## src/design/h2r_pkg.sv

```systemverilog
// h2r_pkg: shared widths, constants and types of the HSL to RGB converter.
// No dependencies; every other design file imports it.

package h2r_pkg;

    localparam int FRAC_BITS = 16;
    localparam int ONE_I     = 1 << FRAC_BITS;

    localparam int VW   = FRAC_BITS + 1;   // fraction in [0, 1.0]
    localparam int UW   = FRAC_BITS + 2;   // wrapped hue argument 3*t*ONE, 0..3*ONE
    localparam int SW   = FRAC_BITS + 4;   // signed hue argument before the wrap
    localparam int BW   = 8;               // color channel width
    localparam int NSTG = 5;               // pipeline register stages
    localparam int NCH  = 3;               // red, green, blue

    localparam logic [VW-1:0] ONE  = VW'(ONE_I);
    localparam logic [VW-1:0] HALF = VW'(ONE_I / 2);

    typedef logic [VW-1:0] t_frac;
    typedef logic [UW-1:0] t_harg;
    typedef logic [BW-1:0] t_byte;

    // Piece of the hue ramp that a channel falls in
    typedef enum logic [1:0] {
        SEG_RISE,
        SEG_HOLD,
        SEG_FALL,
        SEG_LOW
    } t_seg;

    // Per-stage load enables from the pipeline controller
    typedef struct packed {
        logic [NSTG-1:0] en;
    } t_pipe_ctl;

endpackage

```

## src/design/h2r_if.sv

```systemverilog
// h2r_if: valid/ready channel interfaces for HSL input and RGB output transactions.
// Depends on h2r_pkg for the payload widths.

interface h2r_hsl_if import h2r_pkg::*; ();
    logic  valid;
    logic  ready;
    t_frac hue;
    t_frac saturation;
    t_frac lightness;

    modport source (output valid, output hue, output saturation, output lightness,
                    input ready);
    modport sink   (input valid, input hue, input saturation, input lightness,
                    output ready);
endinterface

interface h2r_rgb_if import h2r_pkg::*; ();
    logic  valid;
    logic  ready;
    t_byte red;
    t_byte green;
    t_byte blue;

    modport source (output valid, output red, output green, output blue, input ready);
    modport sink   (input valid, input red, input green, input blue, output ready);
endinterface

```

## src/design/h2r_ctrl.sv

```systemverilog
// h2r_ctrl: valid bits and per-stage load enables of the converter pipeline.
// Depends on h2r_pkg.

module h2r_ctrl import h2r_pkg::*; (
    input  logic      i_clk,
    input  logic      i_rst_n,
    input  logic      i_in_valid,
    input  logic      i_out_ready,
    output logic      o_in_ready,
    output logic      o_out_valid,
    output t_pipe_ctl o_ctl
);

    logic [NSTG-1:0] r_vld;
    logic [NSTG-1:0] n_vld;
    logic [NSTG-1:0] w_en;

    // A stage loads when it is empty or its content moves on; bubbles collapse
    always_comb begin
        w_en[NSTG-1] = !r_vld[NSTG-1] || i_out_ready;
        for (int k = NSTG - 2; k >= 0; k--) begin
            w_en[k] = !r_vld[k] || w_en[k+1];
        end
    end

    always_comb begin
        n_vld[0] = w_en[0] ? i_in_valid : r_vld[0];
        for (int k = 1; k < NSTG; k++) begin
            n_vld[k] = w_en[k] ? r_vld[k-1] : r_vld[k];
        end
    end

    always_ff @(posedge i_clk) begin
        if (!i_rst_n) begin
            r_vld <= '0;
        end else begin
            r_vld <= n_vld;
        end
    end

    assign o_in_ready  = w_en[0];
    assign o_out_valid = r_vld[NSTG-1];
    assign o_ctl.en    = w_en;

endmodule

```

## src/design/h2r_qp.sv

```systemverilog
// h2r_qp: first two pipeline stages: input clamp, L*S product, q and p, and the
// wrapped hue argument of each channel. Depends on h2r_pkg.

module h2r_qp import h2r_pkg::*; (
    input  logic      i_clk,
    input  t_pipe_ctl i_ctl,
    input  t_frac     i_hue,
    input  t_frac     i_sat,
    input  t_frac     i_lgt,
    output t_frac     o_p,
    output t_frac     o_q,
    output t_frac     o_d,
    output t_frac     o_l,
    output logic      o_zero,
    output t_harg     o_u [NCH]
);

    localparam logic signed [SW-1:0] C_ONE   = SW'(ONE_I);
    localparam logic signed [SW-1:0] C_THREE = SW'(3 * ONE_I);
    localparam logic signed [SW-1:0] C_OFS [NCH] = '{C_ONE, SW'(0), -C_ONE};

    // Stage 1
    t_frac             w_h, w_s, w_l;
    logic [2*VW-1:0]   w_ls;
    t_harg             w_h3;
    t_frac             r_s1_l, r_s1_s;
    logic [2*VW-1:0]   r_s1_ls;
    t_harg             r_s1_h3;
    logic              r_s1_zero;

    // Stage 2
    t_frac             w_hi;
    logic              w_lo;
    logic [VW:0]       w_q_wide;
    t_frac             w_q, w_p;
    logic signed [SW-1:0] w_us [NCH];
    t_harg             w_u [NCH];
    t_frac             r_p, r_q, r_d, r_l;
    logic              r_zero;
    t_harg             r_u [NCH];

    always_comb begin
        w_h  = (i_hue > ONE) ? ONE : i_hue;
        w_s  = (i_sat > ONE) ? ONE : i_sat;
        w_l  = (i_lgt > ONE) ? ONE : i_lgt;
        w_ls = (2*VW)'(w_l) * (2*VW)'(w_s);
        w_h3 = UW'(w_h) + {w_h, 1'b0};
    end

    always_ff @(posedge i_clk) begin
        if (i_ctl.en[0]) begin
            r_s1_l    <= w_l;
            r_s1_s    <= w_s;
            r_s1_ls   <= w_ls;
            r_s1_h3   <= w_h3;
            r_s1_zero <= (w_s == '0);
        end
    end

    // q = L + floor(LS) below one half, else L + S - ceil(LS)
    always_comb begin
        w_hi = VW'(r_s1_ls >> FRAC_BITS);
        w_lo = |r_s1_ls[FRAC_BITS-1:0];
        if (r_s1_l < HALF) begin
            w_q_wide = {1'b0, r_s1_l} + {1'b0, w_hi};
        end else begin
            w_q_wide = {1'b0, r_s1_l} + {1'b0, r_s1_s} - {1'b0, w_hi} - (VW+1)'(w_lo);
        end
        w_q = w_q_wide[VW-1:0];
        w_p = VW'({r_s1_l, 1'b0} - {1'b0, w_q});
    end

    // Shift the hue by a third per channel and wrap once into [0, 3*ONE]
    always_comb begin
        for (int c = 0; c < NCH; c++) begin
            w_us[c] = $signed(SW'(r_s1_h3)) + C_OFS[c];
            if (w_us[c] < 0) begin
                w_us[c] = w_us[c] + C_THREE;
            end else if (w_us[c] > C_THREE) begin
                w_us[c] = w_us[c] - C_THREE;
            end
            w_u[c] = UW'(w_us[c]);
        end
    end

    always_ff @(posedge i_clk) begin
        if (i_ctl.en[1]) begin
            r_p    <= w_p;
            r_q    <= w_q;
            r_d    <= w_q - w_p;
            r_l    <= r_s1_l;
            r_zero <= r_s1_zero;
            r_u    <= w_u;
        end
    end

    assign o_p    = r_p;
    assign o_q    = r_q;
    assign o_d    = r_d;
    assign o_l    = r_l;
    assign o_zero = r_zero;
    assign o_u    = r_u;

endmodule

```

## src/design/h2r_chan.sv

```systemverilog
// h2r_chan: last three pipeline stages of one color channel: ramp segment,
// ramp multiply, and scaling to an 8-bit intensity. Depends on h2r_pkg.

module h2r_chan import h2r_pkg::*; (
    input  logic      i_clk,
    input  t_pipe_ctl i_ctl,
    input  t_frac     i_p,
    input  t_frac     i_q,
    input  t_frac     i_d,
    input  t_frac     i_l,
    input  logic      i_zero,
    input  t_harg     i_u,
    output t_byte     o_byte
);

    localparam logic [UW:0]   C_ONE_X   = (UW+1)'(ONE_I);
    localparam logic [UW:0]   C_THREE_X = (UW+1)'(3 * ONE_I);
    localparam logic [UW:0]   C_FOUR_X  = (UW+1)'(4 * ONE_I);
    localparam logic [UW-1:0] C_TWO     = UW'(2 * ONE_I);
    localparam logic [VW+BW-1:0] C_BMAX = (VW+BW)'((1 << BW) - 1);

    // Stage 3
    logic [UW:0]     w_u2;
    t_seg            w_seg;
    t_frac           w_m;
    t_seg            r_seg;
    t_frac           r_m, r_p, r_q, r_d, r_l;
    logic            r_zero;

    // Stage 4
    logic [2*VW-1:0] w_prod;
    t_frac           w_v;
    t_frac           r_v;

    // Stage 5
    logic [VW+BW-1:0] w_scaled;
    logic [VW+BW-1:0] w_c;
    t_byte            w_byte;
    t_byte            r_byte;

    always_comb begin
        w_u2 = {i_u, 1'b0};
        w_m  = '0;
        priority if (w_u2 < C_ONE_X) begin
            w_seg = SEG_RISE;
            w_m   = VW'(w_u2);
        end else if (w_u2 < C_THREE_X) begin
            w_seg = SEG_HOLD;
        end else if (i_u < C_TWO) begin
            w_seg = SEG_FALL;
            w_m   = VW'(C_FOUR_X - w_u2);
        end else begin
            w_seg = SEG_LOW;
        end
    end

    always_ff @(posedge i_clk) begin
        if (i_ctl.en[2]) begin
            r_seg  <= w_seg;
            r_m    <= w_m;
            r_p    <= i_p;
            r_q    <= i_q;
            r_d    <= i_d;
            r_l    <= i_l;
            r_zero <= i_zero;
        end
    end

    always_comb begin
        w_prod = (2*VW)'(r_d) * (2*VW)'(r_m);
        if (r_zero) begin
            w_v = r_l;
        end else begin
            unique case (r_seg)
                SEG_RISE, SEG_FALL: w_v = r_p + VW'(w_prod >> FRAC_BITS);
                SEG_HOLD:           w_v = r_q;
                SEG_LOW:            w_v = r_p;
                default:            w_v = r_p;
            endcase
        end
    end

    always_ff @(posedge i_clk) begin
        if (i_ctl.en[3]) begin
            r_v <= w_v;
        end
    end

    // 255*v as a shift and subtract, truncate, saturate
    always_comb begin
        w_scaled = {r_v, {BW{1'b0}}} - (VW+BW)'(r_v);
        w_c      = w_scaled >> FRAC_BITS;
        w_byte   = (w_c > C_BMAX) ? {BW{1'b1}} : w_c[BW-1:0];
    end

    always_ff @(posedge i_clk) begin
        if (i_ctl.en[4]) begin
            r_byte <= w_byte;
        end
    end

    assign o_byte = r_byte;

endmodule

```

## src/design/hsl_to_rgb_converter.sv

```systemverilog
// HSL to RGB converter: takes one HSL pixel per clock (hue, saturation and
// lightness as unsigned fractions with 16 fraction bits, values above 1.0 read
// as 1.0) and returns 8-bit red, green and blue. Five register stages: clamp and
// L*S product, q/p and hue wrap, ramp segment, ramp multiply, scaling by 255.
// With the output taken every cycle the rate is one pixel per clock. A stall
// at the output fills empty stages first and reaches the input ready only when
// all five stages hold a transaction. No state is kept between pixels.
// Depends on h2r_pkg, h2r_if, h2r_ctrl, h2r_qp and h2r_chan.

module hsl_to_rgb_converter import h2r_pkg::*; (
    input  logic       i_clk,
    input  logic       i_rst_n,
    h2r_hsl_if.sink    i_hsl,
    h2r_rgb_if.source  o_rgb
);

    t_pipe_ctl w_ctl;
    t_frac     w_p, w_q, w_d, w_l;
    logic      w_zero;
    t_harg     w_u [NCH];
    t_byte     w_byte [NCH];

    h2r_ctrl u_ctrl (
        .i_clk       (i_clk),
        .i_rst_n     (i_rst_n),
        .i_in_valid  (i_hsl.valid),
        .i_out_ready (o_rgb.ready),
        .o_in_ready  (i_hsl.ready),
        .o_out_valid (o_rgb.valid),
        .o_ctl       (w_ctl)
    );

    h2r_qp u_qp (
        .i_clk  (i_clk),
        .i_ctl  (w_ctl),
        .i_hue  (i_hsl.hue),
        .i_sat  (i_hsl.saturation),
        .i_lgt  (i_hsl.lightness),
        .o_p    (w_p),
        .o_q    (w_q),
        .o_d    (w_d),
        .o_l    (w_l),
        .o_zero (w_zero),
        .o_u    (w_u)
    );

    for (genvar c = 0; c < NCH; c++) begin : g_chan
        h2r_chan u_chan (
            .i_clk  (i_clk),
            .i_ctl  (w_ctl),
            .i_p    (w_p),
            .i_q    (w_q),
            .i_d    (w_d),
            .i_l    (w_l),
            .i_zero (w_zero),
            .i_u    (w_u[c]),
            .o_byte (w_byte[c])
        );
    end

    assign o_rgb.red   = w_byte[0];
    assign o_rgb.green = w_byte[1];
    assign o_rgb.blue  = w_byte[2];

endmodule

```

## src/flat_wrapper.sv

```systemverilog
// flat-port wrapper written by rule: the top's interface ports become plain ports
module hsl_to_rgb_converter_flat import h2r_pkg::*;
  (i_clk, i_rst_n, i_hsl_valid, i_hsl_hue, i_hsl_saturation, i_hsl_lightness, i_hsl_ready, o_rgb_valid, o_rgb_red, o_rgb_green, o_rgb_blue, o_rgb_ready);
  h2r_hsl_if i_hsl_i ();
  h2r_rgb_if o_rgb_i ();
  input  logic i_clk;
  input  logic i_rst_n;
  input wire logic [$bits(i_hsl_i.valid)-1:0] i_hsl_valid;
  input wire logic [$bits(i_hsl_i.hue)-1:0] i_hsl_hue;
  input wire logic [$bits(i_hsl_i.saturation)-1:0] i_hsl_saturation;
  input wire logic [$bits(i_hsl_i.lightness)-1:0] i_hsl_lightness;
  output wire logic [$bits(i_hsl_i.ready)-1:0] i_hsl_ready;
  output wire logic [$bits(o_rgb_i.valid)-1:0] o_rgb_valid;
  output wire logic [$bits(o_rgb_i.red)-1:0] o_rgb_red;
  output wire logic [$bits(o_rgb_i.green)-1:0] o_rgb_green;
  output wire logic [$bits(o_rgb_i.blue)-1:0] o_rgb_blue;
  input wire logic [$bits(o_rgb_i.ready)-1:0] o_rgb_ready;
  assign i_hsl_i.valid = i_hsl_valid;
  assign i_hsl_i.hue = i_hsl_hue;
  assign i_hsl_i.saturation = i_hsl_saturation;
  assign i_hsl_i.lightness = i_hsl_lightness;
  assign i_hsl_ready = i_hsl_i.ready;
  assign o_rgb_valid = o_rgb_i.valid;
  assign o_rgb_red = o_rgb_i.red;
  assign o_rgb_green = o_rgb_i.green;
  assign o_rgb_blue = o_rgb_i.blue;
  assign o_rgb_i.ready = o_rgb_ready;
  hsl_to_rgb_converter u_core (.i_clk(i_clk), .i_rst_n(i_rst_n), .i_hsl(i_hsl_i), .o_rgb(o_rgb_i));
endmodule
```

## config.mk

```make
export PLATFORM = sky130hd
export DESIGN_NAME = hsl_to_rgb_converter_flat
export DESIGN_NICKNAME = d
export VERILOG_FILES = /design/src/design/h2r_pkg.sv /design/src/design/h2r_if.sv /design/src/design/h2r_ctrl.sv /design/src/design/h2r_qp.sv /design/src/design/h2r_chan.sv /design/src/design/hsl_to_rgb_converter.sv /design/src/flat_wrapper.sv
export SDC_FILE = /design/constraint.sdc
export NUM_CORES = 2
export LEC_CHECK = 0
export ABC_AREA = 1
export BUFFER_PORTS_ARGS = -buffer_cell sky130_fd_sc_hd__buf_4
export CORE_MARGIN = 2
export CORE_UTILIZATION = 60
export CTS_BUF_LIST = sky130_fd_sc_hd__clkbuf_16
export DETAILED_ROUTE_END_ITERATION = 16
export PLACE_DENSITY = 0.82
export SLEW_MARGIN = 20
export SYNTH_ARGS = -nofsm -noshare
export SYNTH_HDL_FRONTEND = slang
export SYNTH_SLANG_ARGS = --single-unit
```

## constraint.sdc

```tcl
create_clock -name i_clk -period 28.5 [get_ports i_clk]
set_input_delay 5.7 -clock i_clk [delete_from_list [all_inputs] [get_ports i_clk]]
set_output_delay 5.7 -clock i_clk [all_outputs]
set_load 0.01 [all_outputs]
```

# --- Yosys cells after proc, flatten, opt, wreduce, memory -nomap -nowiden ---
# Cells that the tools add are included.
# Widths: inputs -> output; s select.
op_classes:
  bitwise: 3
  addsub: 24
  shift: 0
  mul: 4
  magnitude_cmp: 22
  n_reduce_logical: 24
  eq_ne: 9
  n_div: 0
  muxes: 31
ops:
  columns: ["cell", "n"]
  rows:
  - ["$mux 17", 16]
  - ["$pmux 17 s3", 3]
  - ["$mul 17x17->33", 4]
  - ["$mux 18", 6]
  - ["$add 17x17->17", 5]
  - ["$sub 25x17->25", 3]
  - ["$lt 19x17->1 const B", 3]
  - ["$lt 19x18->1 const B", 3]
  - ["$lt 18x18->1 const B", 3]
  - ["$gt 17x17->1 const B", 3]
  - ["$sub 1x17->17 const A", 3]
  - ["$sub 17x17->17", 3]
  - ["$add 18x18->18 const B", 2]
  - ["$sub 18x18->18 const B", 2]
  - ["$gt 9x8->1 const B", 3]
  - ["$add 19x17->20 const B", 1]
  - ["$gt 20x19->1 const B", 1]
  - ["$lt 20x1->1 const B", 1]
  - ["$add 18x17->19 const B", 1]
  - ["$gt 19x18->1 const B", 1]
  - ["$lt 19x1->1 const B", 1]
  - ["$add 17x18->18", 1]
  - ["$add 18x17->18 const B", 1]
  - ["$gt 18x18->1 const B", 1]
  - ["15 further kinds", 46]
word_totals:
  ramBits: 0
  latch_bits: 0
  inputBits: 55
  mem_bits_ro: 0
  output_inout_bits: 26
  word_cells: 158
  n_memories: 0
  regBits: 415

# --- Depth between registers and ports, before layout ---
logic_depth:
  depth_word: 6
  ltp_mapped: 40
  mapped_depth_nobuf: 38

# --- Cells and area by module ---
# From an unflattened synthesis, not the netlist that was laid out.
unflattened:
  cells_unflattened: 7750
  hier_area_um2: 65746.8
modules_own_cells:
  columns: ["mod", "cells_per_inst", "area_each_um2", "seq_area_each_um2", "instances"]
  rows:
  - ["h2r_qp", 2240, 20169.3, 5255.0, 1]
  - ["h2r_chan at u_core.g_chan[1].u_chan", 1859, 15212.1, 3363.2, 1]
  - ["h2r_chan at u_core.g_chan[2].u_chan", 1817, 15112.0, 3363.2, 1]
  - ["h2r_chan at u_core.g_chan[0].u_chan", 1811, 15046.9, 3363.2, 1]
  - ["h2r_ctrl", 23, 206.4, 100.1, 1]

# --- Worst setup path before layout ---
# No wires, ideal clock.
synth_path:
  path_kind: "input to output"
  start: "in o_rgb_ready"
  end: "out i_hsl_ready"
  slack_ns: 10.649
  stages: 8
  arrival_time_ns: 12.151
  required_ns: 22.800
  path_buffers: 0
  cell_sequence: "nor2_1 -> inv_1 -> nor2_1 -> inv_1 -> nor2_1 -> inv_1 -> nor2_1 -> nand2_1"
synth_rtl:
  columns: ["element", "line_no", "rtl"]
  rows:
  - ["start: declaration", "flat_wrapper.sv:17", "input wire logic [$bits(o_rgb_i.ready)-1:0] o_rgb_ready;"]
  - ["end: declaration", "flat_wrapper.sv:12", "output wire logic [$bits(i_hsl_i.ready)-1:0] i_hsl_ready;"]

==> results.md <==
- Mean Syn Cell Area: 8.14 sq um
- Post-synthesis async set-or-reset flop share: 0
- # Post-CTS Setup Buffers: 0
- CTS Buffer Depth: 3
- Share of cells above drive strength 1: 0.0291
- Final ANT Viol Nets: 0
- Max Cap Violations: 0
- Slew headroom: 0.246
- CP peak stage delay: 0.78 ns
- CP Capture Type: primary output
- Clk Tree Root Cell: clkbuf_16
- Cts bufs inserted: 41
- Sequential-to-total area share from yosys stat: 0.190
- CTS tree: yes
- DIE AREA: 101000 sq um
- TritonRoute pass-1 iters: 8
- Min-delay worst type: flip-flop to flip-flop
- H-tree depth: 2
- Cell family with most CP delay: buffers and inverters
- Synth top area share: 0.290
- Initial Util: 0.602
- Top cells by area, synth: fa_1 29%, edfxtp_1 19%, ha_1 13%, inv_1 12%, nand2_1 11%
- Max Fclk: 0.0681 GHz
- Via count: 47300
- Port-buffer cells: 80
- Hold buffers post-CTS: 0
- DRC viols: 0
- Outcome: complete, no violations
- Initial DRC Count: 4069
- Cell taking the most area after synthesis: fa_1
- R2R Path Start: u_core.g_chan[0].u_chan.r_d[6]
- Worst setup SP type: primary input
- Std-Cell Rows: 115
- Chip height: 318 microns
- Worst R2R Path Depth: 30
- Vias per cell: 5.56
- Worst Path Required: 22.80 ns
- Clock-pin transition on the worst setup and hold timing paths: 0.06 ns
- Post-route setup TNS: 0 ns
- Hold Crit Depth: 0
- Worst slew pin tran: 1.13 ns
- Crit path kind: primary input to primary output
- RSZ-0062 raised after global routing: no
- Core Box Area: 98000 sq um
- Synth cell types: 59
- CP max FO: 53
- CP max stage cell: inv_2
- # fillers: 8139
- Area Growth Syn to Fin: 4.93%
- Io pins: 81
- RePlAce Congestion: 0.981
- Pin count of the biggest net entering global routing: 81
- Global-route wire length before repair: 252000 microns
- Most Frequent Cell on Critical Path: nor2_1
- Die width: 318 microns
- Netlist Area Pre-Place: 59000 sq um
- Worst reg2reg endpoint: u_core.g_chan[2].u_chan.r_v[8]
- Final hold violations: 0
- Most frequent cells in the layout: 1894 x inv_1, 1734 x nand2_1, 855 x fa_1, 596 x ha_1, 390 x nor2_1
- Post-CTS sizing: 0
- Nets@finish: 8700
- Worst R2R Setup Slack: 19.75 ns
- Fin. max-slew vios: 0
- Routed wire per std cell: 18.1 microns
- Routed wire length: 154000 microns
- Clock Latency Late Sink: 0.57 ns
- Initial antenna violation count: 1
- Synth warn: 0
- Vias in the first global route: 49600
- Setup Viol. Count Final: 0
- Register area: 11200 sq um
- WP data arrival: 8.98 ns
- Number of synthesized flops with an enable pin: 371
- Hold Startpoint: u_core.u_qp.o_p[2]
- Ys flop type: edfxtp_1
- Clock Sinks: 376
- Multi-input gate area: 39800 sq um
- Grt ovf: 0
- Final worst path period share: 0.515
- CP Buf/Inv Count: 5
- Synth Instances: 7254
- Hold endpoint: u_core.g_chan[0].u_chan.r_p[2]
- Worst path cell trace: buf_4 -> nor2_1 -> inv_1 -> nor2_1 -> inv_2 -> nor2_1 -> inv_4 -> nor2_1 -> nand2_4 -> buf_4
- Post-DP HPWL: 122000 microns
- Number of synthesized register bits: 376
- Total GRT Usage: 0.314
- Commonest non-fill, non-tap cell in the layout: inv_1
- Fin crit period: 14.68 ns
- Fin Clk Skew: 0.0217 ns
[metrics by stage]
| stage | util | std cells | hold slack (ns) | instance area [sq um] | setup slack, ns |
|---|---|---|---|---|---|
| finish | 0.632 | 8512 | 0.398 | 61900 | 13.82 |
| global route | 0.632 | 8511 | 0.404 | 61900 | 13.37 |
| CTS | 0.632 | 8511 | 0.401 | 61900 | 13.75 |
| detailed placement | 0.618 | 8438 | 0.405 | 60600 | 13.75 |
| global placement | 0.618 | 8438 | 0.401 | 60600 | 13.92 |
| floorplan | - | 7285 | 0.400 | 59100 | 10.65 |
[state kept, by name (all words and copies together) (netlist names), 17 cells and up]
name,flops
u_core.g_chan.u_chan.r_v,51
u_core.g_chan.u_chan.r_m,48
u_core.u_qp.r_s1_ls,33
u_core.g_chan.u_chan.o_byte,24
u_core.u_qp.o_u,22
u_core.u_qp.r_s1_h3,18
u_core.g_chan.u_chan.r_l,17
u_core.g_chan.u_chan.r_p,17
u_core.u_qp.o_l,17
u_core.u_qp.o_p,17
u_core.u_qp.r_s1_l,17
u_core.u_qp.r_s1_s,17
[final cells by class]
cell class / count / share of cell area
flip-flops and latches: 376 / 0.181
repair buffers: 106 / 0.0128
clock inverters: 32 / 0.00523
multi-input cells: 4770 / 0.643
clock buffers: 41 / 0.0166
diodes: 1 / 0.0000404
well taps: 1287 / 0.0260
inverters: 1899 / 0.115
[how the worst max path moves through the flow]
stage,startpoint,end,slack [ns],cells past startpoint
finish,o_rgb_ready,i_hsl_ready,13.82,10
global route,o_rgb_ready,i_hsl_ready,13.37,10
CTS,o_rgb_ready,i_hsl_ready,13.75,10
detailed placement,o_rgb_ready,i_hsl_ready,13.75,10
global placement,o_rgb_ready,i_hsl_ready,13.92,10
floorplan,o_rgb_ready,i_hsl_ready,10.65,8
[kinds of logic after synthesis]
kind of cell             share of synthesized area
AO/OA/AOI/OAI                               0.0656
AND/OR/NAND/NOR                              0.166
buffers and inverters                        0.137
other                                     0.000127
flip-flops                                   0.190
adder cells (fa/ha/maj)                      0.416
XOR/XNOR                                    0.0246
[layer usage]
| metal | global-route usage | up-vias | share of wire |
|---|---|---|---|
| met4 | 0.186 | 0 | 0.070 |
| met2 | 0.525 | 2141 | 0.47 |
| met5 | 0 | - | 0 |
| met1 | 0.389 | 22800 | 0.38 |
| met3 | 0.0466 | 557 | 0.081 |
| li1 | - | 21800 | - |
[worst register-to-register path: cells and delay by family, from the launching register on]
kind            cells  cell delay (ns)
xor+xnor            1             0.69
compound gates      4             0.89
fa+ha+maj           9             3.98
flops               1             0.76
buf+inv             7             1.10
simple gates        9             1.03
[synth_stat cells, drive strengths merged, types with 8 or more instances]
cell type,count
buf,56
nand3,159
o21bai,24
o211ai,8
a31oi,15
clkbuf,184
a21oi,284
nand4,48
ha,596
o22ai,64
inv,1894
xnor2,51
nor2,395
fa,855
o21a,8
edfxtp,371
nor4,36
or2,8
nand3b,9
nand2,1739
nor3,43
a21o,26
o221ai,23
o21ai,194
a21boi,11
xor2,113
Power is not shown: default switching activity piles up to over one toggle a cycle in this logic, so the estimate is an artifact.
